==> src/hdl/pli_pkg.sv <==
package pli_pkg;

  localparam int MaxPoints = 16;
  localparam int IdxW      = $clog2(MaxPoints);
  localparam int CntW      = $clog2(MaxPoints + 1);
  localparam int DivSteps  = 32;
  localparam int StepW     = $clog2(DivSteps);

  localparam logic KindLoad = 1'b0;
  localparam logic KindEval = 1'b1;

  localparam logic CfgAxisSelect = 1'b0;
  localparam logic CfgPointCount = 1'b1;

  typedef enum logic [2:0] {
    S_IDLE,
    S_FIRST,
    S_LAST,
    S_SCAN,
    S_DIFF,
    S_MUL,
    S_DIV,
    S_DONE
  } state_e;

  typedef struct packed {
    logic busy;
    logic done;
  } div_status_t;

endpackage

==> src/hdl/pli_store.sv <==
module pli_store (
  input  logic                           clk_i,
  input  logic                           we_i,
  input  logic [pli_pkg::IdxW-1:0]       waddr_i,
  input  logic signed [31:0]             wpos_i,
  input  logic signed [31:0]             wval_i,
  input  logic [pli_pkg::IdxW-1:0]       raddr_i,
  output logic signed [31:0]             rpos_o,
  output logic signed [31:0]             rval_o
);

  logic signed [31:0] pos_mem [pli_pkg::MaxPoints];
  logic signed [31:0] val_mem [pli_pkg::MaxPoints];

  always_ff @(posedge clk_i) begin
    if (we_i) begin
      pos_mem[waddr_i] <= wpos_i;
      val_mem[waddr_i] <= wval_i;
    end
  end

  always_ff @(posedge clk_i) begin
    rpos_o <= pos_mem[raddr_i];
    rval_o <= val_mem[raddr_i];
  end

endmodule

==> src/hdl/pli_div.sv <==
module pli_div (
  input  logic                 clk_i,
  input  logic                 rst_ni,
  input  logic                 start_i,
  input  logic [63:0]          dividend_i,
  input  logic [31:0]          divisor_i,
  output logic [31:0]          quot_o,
  output pli_pkg::div_status_t status_o
);

  logic [31:0]                rem_q, rem_d;
  logic [31:0]                lo_q, lo_d;
  logic [31:0]                dvs_q, dvs_d;
  logic [pli_pkg::StepW-1:0]  step_q, step_d;
  logic                       busy_q, busy_d;
  logic                       done_q, done_d;
  logic [32:0]                trial;
  logic [32:0]                diff;
  logic                       ge;

  assign trial = {rem_q, lo_q[31]};
  assign diff  = trial - {1'b0, dvs_q};
  assign ge    = trial >= {1'b0, dvs_q};

  always_comb begin
    rem_d  = rem_q;
    lo_d   = lo_q;
    dvs_d  = dvs_q;
    step_d = step_q;
    busy_d = busy_q;
    done_d = 1'b0;
    if (start_i) begin
      rem_d  = dividend_i[63:32];
      lo_d   = dividend_i[31:0];
      dvs_d  = divisor_i;
      step_d = '0;
      busy_d = 1'b1;
    end else if (busy_q) begin
      rem_d  = ge ? diff[31:0] : trial[31:0];
      lo_d   = {lo_q[30:0], ge};
      step_d = step_q + 1'b1;
      if (step_q == pli_pkg::StepW'(pli_pkg::DivSteps - 1)) begin
        busy_d = 1'b0;
        done_d = 1'b1;
      end
    end
  end

  always_ff @(posedge clk_i or negedge rst_ni) begin
    if (!rst_ni) begin
      busy_q <= 1'b0;
      done_q <= 1'b0;
      step_q <= '0;
    end else begin
      busy_q <= busy_d;
      done_q <= done_d;
      step_q <= step_d;
    end
  end

  always_ff @(posedge clk_i) begin
    rem_q <= rem_d;
    lo_q  <= lo_d;
    dvs_q <= dvs_d;
  end

  assign quot_o        = lo_q;
  assign status_o.busy = busy_q;
  assign status_o.done = done_q;

endmodule

==> src/hdl/piecewise_linear_interpolator.sv <==
// Load beat: accepted while idle, writes one breakpoint, gives no result.
// Evaluate beat: a result at or below slot 0's position is clamped to its value, else one at
// or above the last slot's position to that value; an interior result comes from a scan of
// the single table read port (one slot a cycle) from slot 1 and then the 32-step divider.
// One beat at a time; in_stall_o is high until the result is in the output register.
// Reset clears the control state, axis_select to 0 and point_count to 1; the table is not cleared.
module piecewise_linear_interpolator (
  input  logic               clk_i,
  input  logic               rst_ni,
  input  logic               cfg_we_i,
  input  logic               cfg_index_i,
  input  logic [4:0]         cfg_data_i,
  input  logic               in_valid_i,
  output logic               in_stall_o,
  input  logic               kind_i,
  input  logic [3:0]         point_index_i,
  input  logic signed [31:0] knot_position_i,
  input  logic signed [31:0] knot_value_i,
  input  logic signed [31:0] x_arg_i,
  input  logic signed [31:0] y_arg_i,
  output logic               out_valid_o,
  input  logic               out_stall_i,
  output logic signed [31:0] result_value_o
);

  localparam int IdxW = pli_pkg::IdxW;
  localparam int CntW = pli_pkg::CntW;

  pli_pkg::state_e      state_q, state_d;
  pli_pkg::div_status_t div_st;

  logic                 axis_sel_q;
  logic [4:0]           point_count_q;
  logic [CntW-1:0]      n_active;
  logic [IdxW-1:0]      last_idx;

  logic signed [31:0]   z_q;
  logic signed [31:0]   prev_p_q, prev_v_q;
  logic signed [31:0]   res_q;
  logic [IdxW-1:0]      idx_q;
  logic [31:0]          absdv_q, dz_q, den_q;
  logic                 neg_q;
  logic                 out_valid_q;
  logic signed [31:0]   out_data_q;

  logic                 mem_we;
  logic                 slot_ok;
  logic [IdxW-1:0]      rd_addr;
  logic signed [31:0]   rd_pos, rd_val;
  logic                 eval_acc;
  logic                 div_start;
  logic                 out_load;
  logic                 can_load;
  logic                 scan_more;
  logic [31:0]          quot;
  logic [63:0]          product;

  logic signed [32:0]   dv_w, dz_w, den_w;
  logic [32:0]          absdv_w;
  logic signed [33:0]   sum_w;
  logic signed [31:0]   sat_w;

  always_comb begin
    if (point_count_q == '0) begin
      n_active = CntW'(1);
    end else if (32'(point_count_q) > pli_pkg::MaxPoints) begin
      n_active = CntW'(pli_pkg::MaxPoints);
    end else begin
      n_active = CntW'(point_count_q);
    end
  end
  assign last_idx = IdxW'(n_active - 1'b1);

  always_ff @(posedge clk_i or negedge rst_ni) begin
    if (!rst_ni) begin
      axis_sel_q    <= 1'b0;
      point_count_q <= 5'd1;
    end else if (cfg_we_i) begin
      case (cfg_index_i)
        pli_pkg::CfgAxisSelect: axis_sel_q    <= cfg_data_i[0];
        pli_pkg::CfgPointCount: point_count_q <= cfg_data_i;
        default: ;
      endcase
    end
  end

  assign slot_ok   = 32'(point_index_i) < pli_pkg::MaxPoints;
  assign eval_acc  = (state_q == pli_pkg::S_IDLE) && in_valid_i && (kind_i == pli_pkg::KindEval);
  assign scan_more = (idx_q < last_idx) && (rd_pos < z_q);
  assign can_load  = !out_valid_q || !out_stall_i;

  pli_store u_store (
    .clk_i   (clk_i),
    .we_i    (mem_we),
    .waddr_i (IdxW'(point_index_i)),
    .wpos_i  (knot_position_i),
    .wval_i  (knot_value_i),
    .raddr_i (rd_addr),
    .rpos_o  (rd_pos),
    .rval_o  (rd_val)
  );

  assign product = 64'(absdv_q) * 64'(dz_q);

  pli_div u_div (
    .clk_i      (clk_i),
    .rst_ni     (rst_ni),
    .start_i    (div_start),
    .dividend_i (product),
    .divisor_i  (den_q),
    .quot_o     (quot),
    .status_o   (div_st)
  );

  always_comb begin
    state_d = state_q;
    case (state_q)
      pli_pkg::S_IDLE:  if (eval_acc) state_d = pli_pkg::S_FIRST;
      pli_pkg::S_FIRST: state_d = (z_q <= rd_pos) ? pli_pkg::S_DONE : pli_pkg::S_LAST;
      pli_pkg::S_LAST:  state_d = (z_q >= rd_pos) ? pli_pkg::S_DONE : pli_pkg::S_SCAN;
      pli_pkg::S_SCAN:  if (!scan_more) state_d = pli_pkg::S_DIFF;
      pli_pkg::S_DIFF:  state_d = pli_pkg::S_MUL;
      pli_pkg::S_MUL:   state_d = pli_pkg::S_DIV;
      pli_pkg::S_DIV:   if (div_st.done) state_d = pli_pkg::S_DONE;
      pli_pkg::S_DONE:  if (can_load) state_d = pli_pkg::S_IDLE;
      default:          state_d = pli_pkg::S_IDLE;
    endcase
  end

  always_comb begin
    in_stall_o = 1'b1;
    mem_we     = 1'b0;
    rd_addr    = '0;
    div_start  = 1'b0;
    out_load   = 1'b0;
    case (state_q)
      pli_pkg::S_IDLE: begin
        in_stall_o = 1'b0;
        mem_we     = in_valid_i && (kind_i == pli_pkg::KindLoad) && slot_ok;
      end
      pli_pkg::S_FIRST: rd_addr = last_idx;
      pli_pkg::S_LAST:  rd_addr = IdxW'(1);
      pli_pkg::S_SCAN:  rd_addr = idx_q + 1'b1;
      pli_pkg::S_MUL:   div_start = 1'b1;
      pli_pkg::S_DONE:  out_load = can_load;
      default: ;
    endcase
  end

  always_ff @(posedge clk_i or negedge rst_ni) begin
    if (!rst_ni) begin
      state_q     <= pli_pkg::S_IDLE;
      out_valid_q <= 1'b0;
    end else begin
      state_q <= state_d;
      if (out_load) begin
        out_valid_q <= 1'b1;
      end else if (!out_stall_i) begin
        out_valid_q <= 1'b0;
      end
    end
  end

  assign dv_w    = 33'(rd_val) - 33'(prev_v_q);
  assign dz_w    = 33'(z_q) - 33'(prev_p_q);
  assign den_w   = 33'(rd_pos) - 33'(prev_p_q);
  assign absdv_w = dv_w[32] ? 33'(-dv_w) : 33'(dv_w);

  assign sum_w = neg_q ? (34'(prev_v_q) - $signed({2'b00, quot}))
                       : (34'(prev_v_q) + $signed({2'b00, quot}));

  always_comb begin
    if (sum_w > 34'sh0_7FFF_FFFF) begin
      sat_w = 32'sh7FFF_FFFF;
    end else if (sum_w < -34'sh0_8000_0000) begin
      sat_w = 32'sh8000_0000;
    end else begin
      sat_w = sum_w[31:0];
    end
  end

  always_ff @(posedge clk_i) begin
    case (state_q)
      pli_pkg::S_IDLE: begin
        if (eval_acc) z_q <= axis_sel_q ? y_arg_i : x_arg_i;
      end
      pli_pkg::S_FIRST: begin
        prev_p_q <= rd_pos;
        prev_v_q <= rd_val;
        res_q    <= rd_val;
      end
      pli_pkg::S_LAST: begin
        res_q <= rd_val;
        idx_q <= IdxW'(1);
      end
      pli_pkg::S_SCAN: begin
        if (scan_more) begin
          prev_p_q <= rd_pos;
          prev_v_q <= rd_val;
          idx_q    <= idx_q + 1'b1;
        end else begin
          neg_q   <= dv_w[32];
          absdv_q <= absdv_w[31:0];
          dz_q    <= dz_w[31:0];
          den_q   <= (den_w[32] || den_w == '0) ? 32'd1 : den_w[31:0];
        end
      end
      pli_pkg::S_DIV: begin
        if (div_st.done) res_q <= sat_w;
      end
      pli_pkg::S_DONE: begin
        if (out_load) out_data_q <= res_q;
      end
      default: ;
    endcase
  end

  assign out_valid_o    = out_valid_q;
  assign result_value_o = out_data_q;

  a_start_idle: assert property (@(posedge clk_i) disable iff (!rst_ni)
    div_start |-> !div_st.busy)
    else $error("divider started while busy");

  a_div_live: assert property (@(posedge clk_i) disable iff (!rst_ni)
    (state_q == pli_pkg::S_DIV) |-> (div_st.busy || div_st.done))
    else $error("waiting on an idle divider");

  a_scan_range: assert property (@(posedge clk_i) disable iff (!rst_ni)
    (state_q == pli_pkg::S_SCAN) |-> (idx_q != '0 && idx_q <= last_idx))
    else $error("scan index out of range");

  a_done_hold: assert property (@(posedge clk_i) disable iff (!rst_ni)
    (state_q == pli_pkg::S_DONE && out_valid_q && out_stall_i) |=>
      (state_q == pli_pkg::S_DONE))
    else $error("result dropped while output stalled");

endmodule
==> config.mk <==
export PLATFORM = sky130hd
export DESIGN_NAME = piecewise_linear_interpolator
export DESIGN_NICKNAME = d
export VERILOG_FILES = /design/src/hdl/pli_pkg.sv /design/src/hdl/pli_store.sv /design/src/hdl/pli_div.sv /design/src/hdl/piecewise_linear_interpolator.sv
export SDC_FILE = /design/constraint.sdc
export NUM_CORES = 2
export LEC_CHECK = 0
export BUFFER_PORTS_ARGS = -buffer_cell sky130_fd_sc_hd__buf_4
export CAP_MARGIN = 5
export CORE_ASPECT_RATIO = 1.75
export CORE_MARGIN = 2
export CORE_UTILIZATION = 28
export CTS_BUF_LIST = sky130_fd_sc_hd__clkbuf_4
export DETAILED_ROUTE_END_ITERATION = 16
export PLACE_DENSITY = 0.5
export SYNTH_ARGS = -nofsm -noshare
export SYNTH_HDL_FRONTEND = slang
export SYNTH_SLANG_ARGS = --single-unit
==> constraint.sdc <==
create_clock -name clk_i -period 12.3 [get_ports clk_i]
set_input_delay 2.46 -clock clk_i [delete_from_list [all_inputs] [get_ports clk_i]]
set_output_delay 2.46 -clock clk_i [all_outputs]
set_load 0.05 [all_outputs]
==> out/qor.yml <==
critical_path:
  critPathLaunchType: "register"
  rr_worst_depth: 23
  r2r-end: "u_div.rem_q[30]"
  required_ns: 13.19
  critPathKind: "register to register"
  cp_cell_sequence: "buf_4 -> nand2_1 -> fa_1 -> inv_1 -> fa_1 -> ha_1 -> inv_1 -> fa_1 -> inv_1 -> fa_1 -> fa_1 -> fa_1 -> fa_1 -> ha_1 -> nand2_1 -> nor2_1 -> nand3_1 -> or3_1 -> o311ai_0 -> nand2_1 -> a22oi_1 -> xnor2_1 -> mux2i_1"
  cp_slowest_cell: "edfxtp_1"
  critPathArrivalTime_ns: 10.40
  critPathMaxFanout: 23
  endpoint_kind: "register"
  cp_slowest_stage_delay_ns: 0.98
  r2r-start: "absdv_q[30]"
  cp_common_cell: "fa_1"
  rrSetupSlack_ns: 2.79
worst_hold_path:
  hold_path_class: "register to register"
  min_to: "u_div.dvs_q[25]"
  hp-start: "den_q[25]"
  worstHoldPathCells: 0
synth:
  yosysTopAreaCell: "edfxtp_1"
  synth_xor_xnor_area_share_pct: 2.23
  synthTopCellsByCount: "1381 x edfxtp_1, 1085 x inv_1, 901 x fa_1, 798 x nand2_1, 656 x and2_1"
  synth_nets: 9424
  ys_warn_count: 0
  synth_top_family_by_area: "adder cells"
  synth_top_area_share_pct: 42.4
  synth_ff_type: "edfxtp_1"
  synth_compound_area_share_pct: 6.50
  ys_ff_latch: 1462
  ys_top_cells_by_area: "edfxtp_1 42%, fa_1 18%, ha_1 5.9%"
  syn_area_sq_um: 97700
  synth.distinct_cells: 81
  synthMuxAreaShare_pct: 6.68
  synth_edf_count: 1381
  yosys.area_share.adder_pct: 24.4
  seq_area_frac_synth_pct: 44.2
  yosys.area_share.simple_pct: 10.4
  ys_async_sr_fraction_pct: 1.16
  syn_avg_cell_area_sq_um: 12.3
  synth.most_common_cell: "edfxtp_1"
  synthCells: 7915
placed_design:
  port_buffers: 177
  place_congestion: 0.945
  dp_hpwl_microns: 208000
status:
  outcome: "finished clean"
sta:
  timing.fmax_ghz: 0.105
  report.final.hold_viol_count: 0
  min_period_ns: 9.51
  setup-violations-final: 0
  hold_slack_ns: 0.390
  rsz0062_at_grt: "no"
  skew_ns: 0.143
  slew_headroom_pct: 17.3
  timing.final.crit_share_pct: 77.3
  worst-slew-pin-transition_ns: 1.23
  slew_violations: 0
  setup_tns_ns: 0
clock_tree:
  postCtsHoldBufs: 0
  root_buffer: "clkbuf_4"
  clock_sinks: 1462
  cts.clk_slew.worst_paths_ns: 0.09
  cts_tree: "yes"
  post_cts_resized: 0
  post_cts_buffers: 0
  clkLatencyLatePin_ns: 1.22
  clock_path_buffers: 4
  htree_levels: 5
  cts_made_buffers: 329
global_routing:
  grt_pass1_wl_microns: 432000
  first_global_vias: 69251
  grt_use_total_pct: 16.3
  met3_usage_pct: 1.84
  antenna_found_initial: 22
  grt_start_max_net_pins: 129
  grt.busiest_layer: "met2"
  grt_util_met2_pct: 32.1
  grt.overflow.total: 0
  gr-usage-met1_pct: 16.4
floorplanning:
  start_util_pct: 28.1
  core_area_sq_um: 348000
  die_w_microns: 451
  num_rows: 287
  die_h_microns: 786
  die_area_sq_um: 354000
  pin_count: 178
route:
  postRouteWirelength_microns: 291000
  drcViolationCount: 0
  drt_iter0_markers: 3761
  num_vias: 62363
  post_drt_wl_per_cell_microns: 22.2
  vias_per_cell: 4.77
  ant_nets: 0
  first_pass_iters: 6
finish:
  area_growth_pct: 11.5
  nets: 9695
  reg_top3: "u_store.pos_mem x512, u_store.val_mem x512"
  drive_gt1_share_pct: 14.0
run:
  drv_cap: 0
[cell families after synthesis]
| family | Yosys count |
|---|---|
| fa+ha+maj | 1365 |
| simple gates | 2051 |
| buf+inv | 1456 |
| flops | 1462 |
| xor+xnor | 249 |
| mux | 327 |
| compound gates | 1005 |
[cell usage in the layout (no fill, tap or decap), types with 73 or more instances in the layout]
master / count
ha_1: 464
and2_1: 656
buf_4: 306
mux4_2: 256
edfxtp_1: 1381
a21oi_1: 266
inv_1: 1085
xor2_1: 73
fa_1: 901
nand2_1: 796
nor2_1: 230
a211oi_1: 93
a31oi_1: 93
a21o_1: 110
xnor2_1: 176
clkbuf_4: 469
o21ai_0: 213
[layout make-up]
class / instances / area, sq um
repair buffers: 309 / 2360
fillers: 35525 / 239000
multi-input cells: 4997 / 49300
flip-flops and latches: 1462 / 43200
clock buffers: 469 / 3520
diodes: 11 / 27.5
well taps: 4624 / 5790
clock inverters: 118 / 667
inverters: 1087 / 4080
[layer usage]
layer / part of all wire (%) / vias up
li1: - / 27744
met1: 34 / 32294
met2: 56 / 1642
met3: 3.6 / 671
met4: 5.8 / 12
met5: 0.030 / -
[worst max path at each step]
stage / startpoint / endpoint / slack (ns)
after floorplan: kind_i / u_store.pos_mem[0][0] / 4.35
after global placement: absdv_q[30] / u_div.rem_q[30] / 2.82
after detailed placement: absdv_q[30] / u_div.rem_q[30] / 2.85
after CTS: absdv_q[30] / u_div.rem_q[30] / 2.74
after global routing: dz_q[2] / u_div.rem_q[9] / 2.61
final: absdv_q[30] / u_div.rem_q[30] / 2.79
[critical path, delay by kind of cell, from the launching register on]
kind	cells	cell delay, ns
fa+ha+maj	9	4.41
compound gates	2	0.90
buf+inv	4	0.63
simple gates	6	1.99
mux	1	0.08
xor+xnor	1	0.17
flops	1	0.98
[through the flow]
step | std cells | area, sq um | worst slack (ns) | util [%]
after floorplan | 7915 | 97700 | 4.35 | -
final | 13077 | 109000 | 2.79 | 31.3
after CTS | 13066 | 109000 | 2.74 | 31.3
after global placement | 12479 | 105000 | 2.82 | 30.1
after global routing | 13070 | 109000 | 2.61 | 31.3
after detailed placement | 12479 | 105000 | 2.85 | 30.1
Power is left out: the tool's default activity adds up to more than one toggle a clock period on the data nets, which glitch-free logic cannot reach.
